==> config.mk <==
export PLATFORM = sky130hd
export DESIGN_NAME = led_animation_sequencer_top
export DESIGN_NICKNAME = d
export VERILOG_FILES = /design/src/hdl/las_pkg.sv /design/src/hdl/las_step.sv /design/src/hdl/led_animation_sequencer_top.sv
export SDC_FILE = /design/constraint.sdc
export NUM_CORES = 1
export LEC_CHECK = 0
export ABC_AREA = 0
export BUFFER_PORTS_ARGS = -buffer_cell sky130_fd_sc_hd__buf_2
export CAP_MARGIN = 40
export CORE_MARGIN = 2
export CORE_UTILIZATION = 55
export CTS_BUF_LIST = sky130_fd_sc_hd__clkbuf_16
export CTS_CLUSTER_DIAMETER = 50
export DETAILED_ROUTE_END_ITERATION = 8
export GPL_TIMING_DRIVEN = 0
export PLACE_DENSITY = 0.74
export RECOVER_POWER = 25
export SLEW_MARGIN = 20
export SYNTH_ARGS = -nofsm -noshare
export SYNTH_HDL_FRONTEND = slang
export SYNTH_SLANG_ARGS = --single-unit
==> constraint.sdc <==
create_clock -name clk -period 8.1 [get_ports clk]
set_input_delay 1.62 -clock clk [delete_from_list [all_inputs] [get_ports clk]]
set_output_delay 1.62 -clock clk [all_outputs]
set_load 0.02 [all_outputs]
==> src/hdl/las_pkg.sv <==
// ----------------------------------------------------------------------------
// LED animation sequencer package
// Shared types, mode codes, register indexes and pattern tables.
// ----------------------------------------------------------------------------
package las_pkg;

  localparam int unsigned FUNC_W  = 3;
  localparam int unsigned TICK_W  = 32;
  localparam int unsigned STEP_W  = 16;
  localparam int unsigned COUNT_W = 8;
  localparam int unsigned CFG_IDX_W = 2;

  localparam logic [STEP_W-1:0] SLOW_STEP_RST   = STEP_W'(500);
  localparam logic [STEP_W-1:0] MEDIUM_STEP_RST = STEP_W'(200);
  localparam logic [STEP_W-1:0] FAST_STEP_RST   = STEP_W'(100);

  typedef enum logic [FUNC_W-1:0] {
    FUNC_RESET     = 3'd0,
    FUNC_SUCCESS   = 3'd1,
    FUNC_WAITING   = 3'd2,
    FUNC_RECEIVING = 3'd3,
    FUNC_SYNC      = 3'd4,
    FUNC_WRITING   = 3'd5,
    FUNC_FAIL      = 3'd6,
    FUNC_OTHER     = 3'd7
  } las_func_t;

  typedef enum logic [CFG_IDX_W-1:0] {
    CFG_SLOW_STEP   = 2'd0,
    CFG_MEDIUM_STEP = 2'd1,
    CFG_FAST_STEP   = 2'd2,
    CFG_UNUSED      = 2'd3
  } las_cfg_idx_t;

  // LED triple, packed as hold, ping, rev.
  typedef struct packed {
    logic hold;
    logic ping;
    logic rev;
  } las_leds_t;

  typedef struct packed {
    logic [COUNT_W-1:0] step_count;
    logic [TICK_W-1:0]  last_tick;
    las_leds_t          leds;
  } las_state_t;

  typedef struct packed {
    logic [STEP_W-1:0] slow;
    logic [STEP_W-1:0] moderate;
    logic [STEP_W-1:0] fast;
  } las_step_cfg_t;

  // Pattern of a mode at a given step; only the low two bits of the step matter.
  function automatic las_leds_t pattern_of(input las_func_t func,
                                           input logic [1:0] idx);
    las_leds_t p;
    p = '0;
    unique case (func)
      FUNC_SUCCESS: begin
        unique case (idx)
          2'd0:    p = 3'b100;
          2'd1:    p = 3'b010;
          2'd2:    p = 3'b001;
          default: p = 3'b010;
        endcase
      end
      FUNC_WAITING:   p = idx[0] ? 3'b000 : 3'b111;
      FUNC_RECEIVING: p = idx[0] ? 3'b001 : 3'b010;
      FUNC_WRITING:   p = idx[0] ? 3'b010 : 3'b101;
      FUNC_FAIL:      p = idx[0] ? 3'b000 : 3'b001;
      default:        p = '0;
    endcase
    return p;
  endfunction

endpackage

==> src/hdl/las_step.sv <==
// ----------------------------------------------------------------------------
// LED animation sequencer step logic
// Combinational next state for one poll: pattern select, then step check.
// ----------------------------------------------------------------------------
module las_step
  import las_pkg::*;
(
  input  las_state_t         state_cur,
  input  las_step_cfg_t      step_cfg,
  input  logic [FUNC_W-1:0]  func,
  input  logic [TICK_W-1:0]  now_ticks,
  output las_state_t         state_new
);

  las_func_t          mode;
  las_state_t         mid;
  logic [STEP_W-1:0]  step_limit;
  logic [TICK_W-1:0]  elapsed;
  logic               in_range;

  assign mode = las_func_t'(func);

  // Pattern stage: LEDs and counter as the mode selects them.
  always_comb begin
    mid        = state_cur;
    step_limit = step_cfg.slow;
    in_range   = 1'b0;
    unique case (mode)
      FUNC_RESET: begin
        mid.leds       = '0;
        mid.step_count = '0;
        mid.last_tick  = now_ticks;
      end
      FUNC_SUCCESS, FUNC_WAITING, FUNC_RECEIVING, FUNC_WRITING, FUNC_FAIL: begin
        if (mode == FUNC_RECEIVING) begin
          step_limit = step_cfg.moderate;
        end else if (mode == FUNC_WRITING || mode == FUNC_FAIL) begin
          step_limit = step_cfg.fast;
        end
        if (mode == FUNC_SUCCESS) begin
          in_range = (state_cur.step_count < COUNT_W'(4));
        end else begin
          in_range = (state_cur.step_count < COUNT_W'(2));
        end
        if (in_range) begin
          mid.leds = pattern_of(mode, state_cur.step_count[1:0]);
        end else begin
          mid.step_count = '0;
        end
      end
      FUNC_SYNC: begin
        step_limit = step_cfg.fast;
        if (state_cur.step_count == COUNT_W'(0)) begin
          mid.leds.hold = 1'b1;
        end else if (state_cur.step_count == COUNT_W'(1)) begin
          mid.leds.hold = 1'b0;
        end else begin
          mid.step_count = '0;
        end
      end
      default: ;
    endcase
  end

  // Step check on the wrapping elapsed time.
  assign elapsed = now_ticks - mid.last_tick;

  always_comb begin
    state_new = mid;
    if (elapsed > TICK_W'(step_limit)) begin
      state_new.step_count = mid.step_count + COUNT_W'(1);
      state_new.last_tick  = now_ticks;
    end
  end

endmodule

==> src/hdl/led_animation_sequencer_top.sv <==
// ----------------------------------------------------------------------------
// LED animation sequencer
// Poll-driven LED pattern sequencer with three configurable step times.
// ----------------------------------------------------------------------------
// Each request on the input channel is one poll carrying a mode and the
// current tick; it produces exactly one result holding the three LED states
// after that poll. A poll not stalled is taken in the cycle it is offered and
// the state is updated at that same edge, so one poll per clock is sustained
// while the input does not stall. The critical path is the 32-bit elapsed-time
// subtraction followed by the compare against the mode's step time. An output
// register backed by a one-entry skid register lets a new poll be taken while
// a finished result still waits; the input stalls only while the skid register
// is occupied. Step times are written on the configuration port, which is
// always ready; writes to index 3 are ignored.
// ----------------------------------------------------------------------------
module led_animation_sequencer_top
  import las_pkg::*;
(
  input  logic                 clk,
  input  logic                 rst_n,
  // Poll requests
  input  logic                 in_valid,
  output logic                 in_stall,
  input  logic [FUNC_W-1:0]    in_func,
  input  logic [TICK_W-1:0]    in_now_ticks,
  // LED results
  output logic                 out_valid,
  input  logic                 out_stall,
  output logic                 out_hold_led,
  output logic                 out_ping_led,
  output logic                 out_rev_led,
  // Configuration writes
  input  logic                 cfg_valid,
  output logic                 cfg_ready,
  input  logic [CFG_IDX_W-1:0] cfg_index,
  input  logic [STEP_W-1:0]    cfg_data
);

  las_step_cfg_t step_cfg_r;
  las_state_t    state_r;
  las_state_t    state_nxt;

  las_leds_t     out_leds_r;
  logic          out_valid_r;
  las_leds_t     skid_leds_r;
  logic          skid_valid_r;

  logic          in_take;
  logic          out_take;

  // The configuration port never back-pressures.
  assign cfg_ready = 1'b1;

  always_ff @(posedge clk) begin
    if (!rst_n) begin
      step_cfg_r.slow     <= SLOW_STEP_RST;
      step_cfg_r.moderate <= MEDIUM_STEP_RST;
      step_cfg_r.fast     <= FAST_STEP_RST;
    end else if (cfg_valid) begin
      unique case (las_cfg_idx_t'(cfg_index))
        CFG_SLOW_STEP:   step_cfg_r.slow     <= cfg_data;
        CFG_MEDIUM_STEP: step_cfg_r.moderate <= cfg_data;
        CFG_FAST_STEP:   step_cfg_r.fast     <= cfg_data;
        default: ;
      endcase
    end
  end

  // The sequencer state moves once per accepted poll.
  las_step u_step (
    .state_cur (state_r),
    .step_cfg  (step_cfg_r),
    .func      (in_func),
    .now_ticks (in_now_ticks),
    .state_new (state_nxt)
  );

  assign in_stall = skid_valid_r;
  assign in_take  = in_valid && !in_stall;
  assign out_take = out_valid_r && !out_stall;

  always_ff @(posedge clk) begin
    if (!rst_n) begin
      state_r <= '0;
    end else if (in_take) begin
      state_r <= state_nxt;
    end
  end

  // Output register plus skid register. A new result lands in the output
  // register when it is free or being emptied, otherwise in the skid register.
  always_ff @(posedge clk) begin
    if (!rst_n) begin
      out_valid_r  <= 1'b0;
      skid_valid_r <= 1'b0;
    end else if (skid_valid_r) begin
      if (out_take) begin
        out_valid_r  <= 1'b1;
        skid_valid_r <= 1'b0;
      end
    end else if (in_take) begin
      if (!out_valid_r || out_take) begin
        out_valid_r <= 1'b1;
      end else begin
        skid_valid_r <= 1'b1;
      end
    end else if (out_take) begin
      out_valid_r <= 1'b0;
    end
  end

  always_ff @(posedge clk) begin
    if (skid_valid_r) begin
      if (out_take) begin
        out_leds_r <= skid_leds_r;
      end
    end else if (in_take) begin
      if (!out_valid_r || out_take) begin
        out_leds_r <= state_nxt.leds;
      end else begin
        skid_leds_r <= state_nxt.leds;
      end
    end
  end

  assign out_valid    = out_valid_r;
  assign out_hold_led = out_leds_r.hold;
  assign out_ping_led = out_leds_r.ping;
  assign out_rev_led  = out_leds_r.rev;

`ifndef NO_ASSERTIONS
  // The skid register is only ever filled behind a waiting output.
  a_skid_behind_out: assert property (@(posedge clk) disable iff (!rst_n)
    skid_valid_r |-> out_valid_r)
    else $error("skid register holds a result while the output is empty");

  // A reset-mode poll leaves the counter cleared and all LEDs off.
  a_reset_mode: assert property (@(posedge clk) disable iff (!rst_n)
    (in_take && in_func == FUNC_RESET) |=>
      (state_r.step_count == '0 && state_r.leds == '0))
    else $error("reset mode did not clear the sequencer");

  // The sequencer state changes only when a poll is taken.
  a_state_holds: assert property (@(posedge clk) disable iff (!rst_n)
    !in_take |=> $stable(state_r))
    else $error("sequencer state changed without a poll");
`endif

endmodule

==> flow_metrics.env, run 1 <==
export IMPL_timing_max_transition_violations_final=0
export IMPL_final_setup_worst_slack_ns=0.530
export IMPL_detail_route_iter0_violations=614
export IMPL_post_synth_num_cell_types=78
export IMPL_synth_async_sr_flop_share=0
export IMPL_post_route_drc_count=0
export IMPL_comb_power_share=0.321
export IMPL_initial_antenna_violation_count=0
export IMPL_cp_common_cell="buf_6"
export IMPL_worst_clock_skew_ns=0.00896
export IMPL_areaGrowthSynthToFinish_pct=11.5
export IMPL_hold_path_class="flop to flop"
export IMPL_maxCapViolCount=0
export IMPL_port_buffer_count=61
export IMPL_core_rowCount=42
export IMPL_design_portCount=64
export IMPL_die_area_um2=14400
export IMPL_floorplan_die_width_um=120
export IMPL_power_per_cell_area_nw_per_um2=178
export IMPL_timing_hold_violations_final=0
export IMPL_dr_total_vias=7353
export IMPL_seq_area_frac_synth=0.275
export IMPL_initial_core_util=0.562
export IMPL_postCtsSetupRepairBufs=0
export IMPL_cts_hold_fix_buffers=0
export IMPL_tritoncts_sink_count=99
export IMPL_final_util=0.627
export IMPL_yosys_register_bits=99
export IMPL_slowest_delay_ns=0.50
export IMPL_wirelength_mm=19.7
export IMPL_place_ws_ns=-0.109
export IMPL_clock_path_buffers=2
export IMPL_power_sequential_fraction=0.363
export IMPL_post_synth_and_or_nand_nor_area_fraction=0.248
export IMPL_power_net_switching_mw=0.522
export IMPL_grt_setup_unrepaired="false"
export IMPL_period_needed_ns=7.57
export IMPL_vias_per_cell=6.00
export IMPL_commonest_non_fill_non_tap_cells_in_the_layout="nand2_1 (210), a21oi_1 (101), dfxtp_1 (93)"
export IMPL_irDropWorstVdd_v=0.000109
export IMPL_layout_commonest_cell="nand2_1"
export IMPL_power_report_internal_total_mw=0.951
export IMPL_htree_num_levels=3
export IMPL_cts_resized=0
export IMPL_synth_mux_area_frac=0.0905
export IMPL_wl_per_cell_um=16.0
export IMPL_worstSetupPathType="input port to flop"
export IMPL_clk_root_buf="clkbuf_16"
export IMPL_antenna_cells=0
export IMPL_clkTransAtPathRegs_ns=0.08
export IMPL_synth_fa_ha_area_frac=0.0753
export IMPL_postSynth_topFlopCell="dfxtp_1"
export IMPL_critical_path_arrival_ns=7.87
export IMPL_synthesis_yosys_warnings=0
export IMPL_fmax_mhz=132
export IMPL_cts_inserted_buffers=9
export IMPL_grt_total_usage=0.278
export IMPL_critPathCaptureType="flop"
export IMPL_first_global_vias=6818
export IMPL_core_area_um2=13200
export IMPL_place_congestion=0.928
export IMPL_grt_overflow=0
export IMPL_netlist_instances=970
export IMPL_cp_start_kind="input port"
export IMPL_worst_path_buf_inv=9
export IMPL_cts_tree="done"
export IMPL_placed_wire_length_estimate_mm=14.6
export IMPL_report_final_setup_viol=0
export IMPL_cp_data_required_time_ns=8.40
export IMPL_status="finished clean"
export IMPL_timing_max_slew_rel_slack=0.508
export IMPL_syn_mean_instance_area_um2=7.64
export IMPL_chipHeight_um=120
export IMPL_pin_count_of_the_biggest_net_entering_global_routing=19
export IMPL_global_route_wire_length_before_repair_mm=32.6
export IMPL_area_fraction_in_compound_gates_after_synthesis=0.231
export IMPL_synthXorXnorAreaFrac=0.0295
export IMPL_worst_skew_pair_late_latency_ns=0.37
export IMPL_num_nets_final=1147
export IMPL_total_leakage_power_nw=3.24
export IMPL_critPathMaxFanout=10
export IMPL_dominant_combinational_cell_family_by_area_after_synthesis="simple AND/OR/NAND/NOR gates"
export IMPL_swShare=0.354
export IMPL_period_share=0.935
export IMPL_crit_path_top_delay_cell="a21oi_2"
export IMPL_layout_drive_gt1_share=0.116
export IMPL_cpLargestDelayFamily="buffers and inverters"
export IMPL_final_antenna_net_count=0
export IMPL_dr_pass1_iters=8
export IMPL_edff_count_synth=6
export IMPL_power_share_clock=0.316
export IMPL_tightestPinTransition_ns=0.737
export IMPL_synth_fp_nets=1071
export IMPL_mappedNetlistArea_um2=7410
==> sequential cells by signal (all words and copies together), names as in the netlist <==
register      count
step_cfg_r       48
state_r          43
skid_leds_r       3
in_stall          1
out_hold_led      1
out_ping_led      1
out_rev_led       1
out_valid         1
==> tightest hold or removal path: cells and delay by family, from the launching register on <==
family / cells / cell delay [ns]
AOI/OAI and AO/OA: 1 / 0.05
DFF: 1 / 0.31
and+or+nand+nor: 1 / 0.05
==> Yosys cell counts, types with 4 or more instances <==
master / n / area, um^2
a2111o_1: 4 / 45.0
a2111oi_0: 5 / 43.8
a211o_1: 6 / 52.6
a211oi_1: 7 / 52.6
a21o_1: 6 / 45.0
a21oi_1: 101 / 505
a21oi_2: 4 / 35.0
a222oi_1: 16 / 160
and2_1: 4 / 25.0
and3_1: 5 / 31.3
buf_2: 11 / 55.1
buf_6: 5 / 56.3
clkbuf_1: 40 / 150
dfxtp_1: 93 / 1860
edfxtp_1: 6 / 180
ha_1: 43 / 538
inv_1: 25 / 93.8
mux2_2: 8 / 90.1
mux2i_1: 58 / 581
nand2_1: 210 / 788
nand2b_1: 16 / 100
nand3_1: 24 / 120
nand4_1: 18 / 113
nor2_1: 59 / 221
nor2b_1: 16 / 100
nor3_1: 16 / 80.1
o211ai_1: 8 / 60.1
o21a_1: 14 / 105
o21ai_0: 27 / 135
o21bai_1: 6 / 45.0
o22ai_1: 6 / 37.5
o31ai_1: 5 / 37.5
or3_1: 9 / 56.3
xnor2_1: 14 / 123
xor2_1: 11 / 96.3
==> through the flow <==
stage	TNS, ns	hold WS (ns)	std cells	instance area, um^2	power, mW
finish	0	0.458	1226	8270	1.47
global route	0	0.476	1226	8270	1.55
CTS	0	0.457	1223	8250	1.47
detailed placement	-2.24	0.446	1208	7940	1.01
global placement	-0.670	0.442	1207	7940	1.00
floorplan	0	0.434	970	7410	0.889
==> cells by family (layout without fill, tap and decap cells) <==
family	count (synthesis)	count (layout)
fa+ha+maj	45	45
buf+inv	85	165
mux	66	66
flops	99	99
compound gates	249	249
other cells	1	1
simple gates	400	400
xor+xnor	25	25
==> power groups by stage <==
stage	sequential, mW	combinational, mW	clock, mW
final	0.534	0.473	0.465
after global routing	0.537	0.528	0.485
after CTS	0.534	0.464	0.469
after detailed placement	0.545	0.460	0
after global placement	0.544	0.455	0
after floorplan	0.545	0.344	0
==> routing by layer <==
layer / track usage / up-vias / part of all wire
met2: 0.457 / 223 / 0.45
met1: 0.371 / 3446 / 0.46
met3: 0.0480 / 39 / 0.062
met5: 0 / - / 0
li1: - / 3645 / -
met4: 0.0868 / 0 / 0.023
==> area by class of cell <==
type	instances	area [um^2]
plain buffers	60	280
clock buffers	9	225
clock inverters	6	81.3
fillers	1232	4920
inverters	25	93.8
multi-input cells	786	5000
flip-flops and latches	99	2040
well taps	176	220
repair buffers	65	328
==> worst paths after layout <==
check | slack, ns | from | cells past startpoint | to
setup / recovery | 0.53 | in_func[0] | 30 | state_r[19]
hold / removal | 0.46 | step_cfg_r[15] | 2 | step_cfg_r[15]
setup reg to reg | 3.23 | state_r[3] | 21 | state_r[19]
hold reg to reg | 0.46 | step_cfg_r[15] | 2 | step_cfg_r[15]
(Power assumes the default switching activity.)
==> run 2, diff against run 1 <==
- CORE_UTILIZATION: 55 -> 35
- HOLD_SLACK_MARGIN: not set -> 0.06
- PLACE_DENSITY: 0.74 -> not set
==> run 2 against run 1 <==
Effect of this change: design area increased by 1.3%; register-to-register slack got worse by 0.04 ns; die area increased by 55%; global-route usage decreased by 8.7 points; flip-flop and latch count unchanged; utilization decreased by 23 points; largest cell class unchanged; sequential power about the same; routed wire length increased by 7.3%; clock skew decreased by 0.0013 ns.
==> flow_metrics.env, run 2 (same netlist as run 1, synthesis figures left out) <==
export IMPL_first_global_vias=6727
export IMPL_power_per_cell_area_nw_per_um2=173
export IMPL_num_nets_final=1145
export IMPL_dr_pass1_iters=5
export IMPL_clkTransAtPathRegs_ns=0.08
export IMPL_irDropWorstVdd_v=0.000105
export IMPL_report_final_setup_viol=0
export IMPL_rr_endpoint="state_r[28]"
export IMPL_fmax_mhz=132
export IMPL_tritoncts_sink_count=99
export IMPL_antenna_cells=0
export IMPL_chipHeight_um=150
export IMPL_cts_inserted_buffers=9
export IMPL_clock_path_buffers=2
export IMPL_status="finished clean"
export IMPL_critical_path_arrival_ns=7.84
export IMPL_timing_max_transition_violations_final=0
export IMPL_power_share_clock=0.302
export IMPL_final_antenna_net_count=0
export IMPL_instances_no_fill=1324
export IMPL_report_power_total_mw=1.45
export IMPL_worstSetupPathType="input port to flop"
export IMPL_worst_skew_pair_late_latency_ns=0.36
export IMPL_critPathMaxFanout=10
export IMPL_timing_max_slew_rel_slack=0.486
export IMPL_total_leakage_power_nw=3.22
export IMPL_postCtsSetupRepairBufs=0
export IMPL_layout_drive_gt1_share=0.115
export IMPL_place_ws_ns=-0.311
export IMPL_core_area_um2=20900
export IMPL_post_route_drc_count=0
export IMPL_place_congestion=0.880
export IMPL_maxCapViolCount=0
export IMPL_largest_reg_flops=48
export IMPL_cts_tree="done"
export IMPL_final_util=0.401
export IMPL_floorplan_die_width_um=150
export IMPL_dr_total_vias=7221
export IMPL_vias_per_cell=5.45
export IMPL_period_needed_ns=7.55
export IMPL_grt_overflow=0
export IMPL_period_share=0.933
export IMPL_critical_path_end="state_r[28]"
export IMPL_global_route_wire_length_before_repair_mm=34.4
export IMPL_pin_count_of_the_biggest_net_entering_global_routing=20
export IMPL_swShare=0.364
export IMPL_wl_per_cell_um=15.9
export IMPL_setup_reg_to_reg_worst_slack_ns=3.19
export IMPL_port_buffer_count=61
export IMPL_grt_setup_unrepaired="false"
export IMPL_layout_commonest_cell="nand2_1"
export IMPL_die_area_um2=22400
export IMPL_initial_antenna_violation_count=0
export IMPL_crit_path_top_delay_cell="a21oi_2"
export IMPL_power_report_internal_total_mw=0.920
export IMPL_top_flop_regs="step_cfg_r x48, state_r x43, skid_leds_r x3"
export IMPL_cts_hold_fix_buffers=0
export IMPL_grt_total_usage=0.191
export IMPL_crit_path_start="in_func[0]"
export IMPL_dp_cell_count=1307
export IMPL_commonest_non_fill_non_tap_cells_in_the_layout="nand2_1 (210), a21oi_1 (101), dfxtp_1 (93)"
export IMPL_wirelength_mm=21.1
export IMPL_reg_with_most_ffs="step_cfg_r"
export IMPL_r2r_start="state_r[3]"
export IMPL_detail_route_iter0_violations=613
export IMPL_core_rowCount=53
export IMPL_tightestPinTransition_ns=0.770
export IMPL_power_sequential_fraction=0.369
export IMPL_timing_hold_violations_final=0
export IMPL_hold_path_class="flop to flop"
export IMPL_placed_wire_length_estimate_mm=15.8
export IMPL_holdWs_ns=0.456
export IMPL_critPathCaptureType="flop"
export IMPL_htree_num_levels=3
export IMPL_slowest_delay_ns=0.50
export IMPL_comb_power_share=0.329
export IMPL_initial_core_util=0.355
export IMPL_power_net_switching_mw=0.528
export IMPL_design_portCount=64
export IMPL_cp_data_required_time_ns=8.38
export IMPL_worst_clock_skew_ns=0.00764
export IMPL_areaGrowthSynthToFinish_pct=12.9
export IMPL_rr_worst_depth=24
export IMPL_cp_common_cell="buf_6"
export IMPL_clk_root_buf="clkbuf_16"
export IMPL_cp_start_kind="input port"
export IMPL_final_setup_worst_slack_ns=0.547
[run 2: cell count changes in the layout (fill, tap and decap cells not counted), sizes merged]
cell	delta
buf	-3
clkinv	+2
bufinv	-1
clkbuf	+1
[run 2: per-stage QoR]
stage | TNS (ns) | cell area (um^2)
floorplan | 0 | 7410
detailed placement | -9.40 | 8070
finish | 0 | 8370
global route | 0 | 8370
global placement | -9.70 | 8060
CTS | 0 | 8360
[run 2: per-layer routing]
layer	track usage	vias up	wire length [um]
met5	0	-	0
met4	0.0481	0	198
met1	0.263	3404	10300
met3	0.0284	16	941
met2	0.314	162	9680
li1	-	3639	-
[run 2: worst min-delay path by stage]
stage,cells past startpoint,start,endpoint
6_report,2,step_cfg_r[9],step_cfg_r[9]
5_1_grt,2,state_r[16],state_r[16]
4_1_cts,2,step_cfg_r[9],step_cfg_r[9]
3_5_place_dp,2,step_cfg_r[9],step_cfg_r[9]
3_3_place_gp,2,step_cfg_r[29],step_cfg_r[29]
2_1_floorplan,2,state_r[10],state_r[10]
[run 2: cell type report]
| class | count | area, um^2 |
|---|---|---|
| Tap cell | 275 | 344 |
| Sequential cell | 99 | 2040 |
| Clock buffer | 9 | 225 |
| Fill cell | 2216 | 12500 |
| Multi-Input combinational cell | 786 | 5010 |
| Clock inverter | 7 | 66.3 |
| Inverter | 25 | 93.8 |
| Timing Repair Buffer | 63 | 312 |
| Buffer | 60 | 280 |
[run 2: worst max-delay path, delay by kind of cell]
family / cells / cell delay, ns
compound gates: 7 / 1.70
xor+xnor: 1 / 0.15
fa+ha+maj: 3 / 0.85
buf+inv: 9 / 1.71
mux: 2 / 0.44
simple gates: 8 / 1.36
[run 2: repair_timing]
item                                    4_1_cts  5_1_grt
gates resized for setup                       0        2
endpoints found under the hold margin         0        0
endpoints found under the setup margin        0       37
[run 2: power groups by stage]
| stage | Sequential (mW) | Combinational (mW) | Clock, mW |
|---|---|---|---|
| 5_1_grt | 0.537 | 0.532 | 0.471 |
| 3_3_place_gp | 0.544 | 0.463 | 0 |
| 3_5_place_dp | 0.545 | 0.466 | 0 |
| 4_1_cts | 0.534 | 0.470 | 0.455 |
| 6_report | 0.534 | 0.476 | 0.438 |
| 2_1_floorplan | 0.545 | 0.344 | 0 |
==> run 3, diff against run 2 <==
- REMOVE_ABC_BUFFERS: not set -> 1
==> run 3 against run 2 <==
Effect of this change: the run now ends with max-capacitance violations, max-slew violations left; design area decreased by 1.7%; via count decreased by 3.4%; global-route usage decreased by 1.3 points; die area unchanged; critical path type unchanged; largest cell class unchanged; largest power group unchanged.
==> flow_metrics.env, run 3 (same netlist as run 1, synthesis figures left out) <==
export IMPL_timing_max_transition_violations_final=117
export IMPL_report_final_setup_viol=0
export IMPL_layout_commonest_cell="nand2_1"
export IMPL_htree_num_levels=3
export IMPL_grt_total_usage=0.178
export IMPL_hold_path_startpoint="step_cfg_r[29]"
export IMPL_num_nets_final=1092
export IMPL_power_share_clock=0.299
export IMPL_instances_no_fill=1270
export IMPL_initial_core_util=0.355
export IMPL_clock_path_buffers=2
export IMPL_hold_path_class="flop to flop"
export IMPL_comb_power_share=0.326
export IMPL_dr_total_vias=6974
export IMPL_multi_input_area_um2=5020
export IMPL_pin_count_of_the_biggest_net_entering_global_routing=82
export IMPL_reg_with_most_ffs="step_cfg_r"
export IMPL_swShare=0.356
export IMPL_critPathMaxFanout=31
export IMPL_die_area_um2=22400
export IMPL_fill_cells=2210
export IMPL_grt_overflow=0
export IMPL_commonest_non_fill_non_tap_cells_in_the_layout="nand2_1 (210), a21oi_1 (101), dfxtp_1 (93)"
export IMPL_final_antenna_net_count=0
export IMPL_grt_setup_unrepaired="false"
export IMPL_status="finished with violations"
export IMPL_power_net_switching_mw=0.508
export IMPL_initial_antenna_violation_count=0
export IMPL_irDropWorstVdd_v=0.0000964
export IMPL_violations="max-capacitance violations, max-slew violations"
export IMPL_core_area_um2=20900
export IMPL_period_share=0.925
export IMPL_dp_cell_count=1254
export IMPL_top_flop_regs="step_cfg_r x48, state_r x43, skid_leds_r x3"
export IMPL_largest_reg_flops=48
export IMPL_critical_path_arrival_ns=7.73
export IMPL_global_route_wire_length_before_repair_mm=32.6
export IMPL_worst_clock_skew_ns=0.0107
export IMPL_r2r_start="state_r[3]"
export IMPL_wl_per_cell_um=15.2
export IMPL_timing_max_slew_rel_slack=-1.19
export IMPL_cts_hold_fix_buffers=0
export IMPL_design_portCount=64
export IMPL_chipHeight_um=150
export IMPL_critPathCaptureType="flop"
export IMPL_maxCapViolCount=2
export IMPL_vias_per_cell=5.49
export IMPL_core_rowCount=53
export IMPL_worst_skew_pair_late_latency_ns=0.36
export IMPL_port_buffer_count=62
export IMPL_report_power_total_mw=1.43
export IMPL_wirelength_mm=19.3
export IMPL_cts_inserted_buffers=9
export IMPL_detail_route_iter0_violations=551
export IMPL_post_route_drc_count=0
export IMPL_cts_tree="done"
export IMPL_crit_path_start="in_func[0]"
export IMPL_clk_root_buf="clkbuf_16"
export IMPL_cts_resized=0
export IMPL_dr_pass1_iters=6
export IMPL_power_report_internal_total_mw=0.920
export IMPL_placed_wire_length_estimate_mm=14.1
export IMPL_postCtsSetupRepairBufs=0
export IMPL_worstSetupPathType="input port to flop"
export IMPL_cp_start_kind="input port"
export IMPL_total_leakage_power_nw=3.16
export IMPL_areaGrowthSynthToFinish_pct=11.0
export IMPL_floorplan_die_width_um=150
export IMPL_first_global_vias=6681
export IMPL_fmax_mhz=134
export IMPL_clkTransAtPathRegs_ns=0.07
export IMPL_layout_drive_gt1_share=0.118
export IMPL_final_util=0.394
export IMPL_period_needed_ns=7.49
export IMPL_tritoncts_sink_count=99
export IMPL_ff_latch_area_um2=2040
export IMPL_antenna_cells=0
export IMPL_cp_data_required_time_ns=8.34
export IMPL_power_sequential_fraction=0.376
export IMPL_tightestPinTransition_ns=3.29
export IMPL_place_congestion=0.851
export IMPL_timing_hold_violations_final=0
export IMPL_power_per_cell_area_nw_per_um2=173
## run 3: cell type report
cell class              count  share of cell area
repair buffers             70              0.0546
well taps                 275              0.0418
flip-flops and latches     99               0.248
inverters                  25              0.0114
clock inverters             6             0.00714
multi-input cells         786               0.610
clock buffers               9              0.0274
## run 3: power by group through the flow
stage | logic (mW) | clock network, mW | registers, mW
after global placement | 0.447 | 0 | 0.547
final | 0.465 | 0.426 | 0.536
after global routing | 0.522 | 0.465 | 0.540
after detailed placement | 0.459 | 0 | 0.547
after CTS | 0.463 | 0.442 | 0.536
after floorplan | 0.330 | 0 | 0.546
## run 3: worst max-delay path, cell delays in order
cell	delay (ns)
buf_2	0.12
inv_1	0.08
ha_1	0.28
nor2b_4	0.59
buf_16	0.25
mux2i_1	0.21
ha_1	0.33
a2111oi_0	0.11
nor4_1	0.48
nor3_1	0.17
a21oi_2	0.31
xor2_1	0.12
ha_1	0.32
nand4_1	0.11
nor4_1	0.38
a31oi_1	0.12
a221oi_1	0.23
nand4_1	0.12
nor4bb_1	0.35
nand4_1	0.24
nor4_4	0.76
nand4_1	0.17
o311ai_0	0.24
## run 3: final timing paths
| kind | end | slack [ns] | cells after the start |
|---|---|---|---|
| worst max-delay path | state_r[35] | 0.61 | 23 |
| worst min-delay path | step_cfg_r[29] | 0.45 | 2 |
| worst max register to register | state_r[35] | 2.77 | 22 |
| worst min register to register | step_cfg_r[29] | 0.45 | 2 |
## run 3: routing by layer
layer,part of all wire,GRT usage,up-vias
met5,0,0,-
met4,0.017,0.0462,0
met3,0.048,0.0332,21
met2,0.46,0.294,169
met1,0.47,0.239,3232
li1,-,-,3552
## run 3: metrics by stage
stage               instance area (um^2)  hold slack [ns]  setup slack, ns  TNS (ns)
CTS                                 8250            0.458            0.687         0
detailed placement                  7970            0.447            0.385         0
finish                              8230            0.454            0.611         0
global placement                    7790            0.441            -2.23    -80.82
floorplan                           7130            0.434           -0.108     -3.47
global route                        8230            0.472           0.0409         0
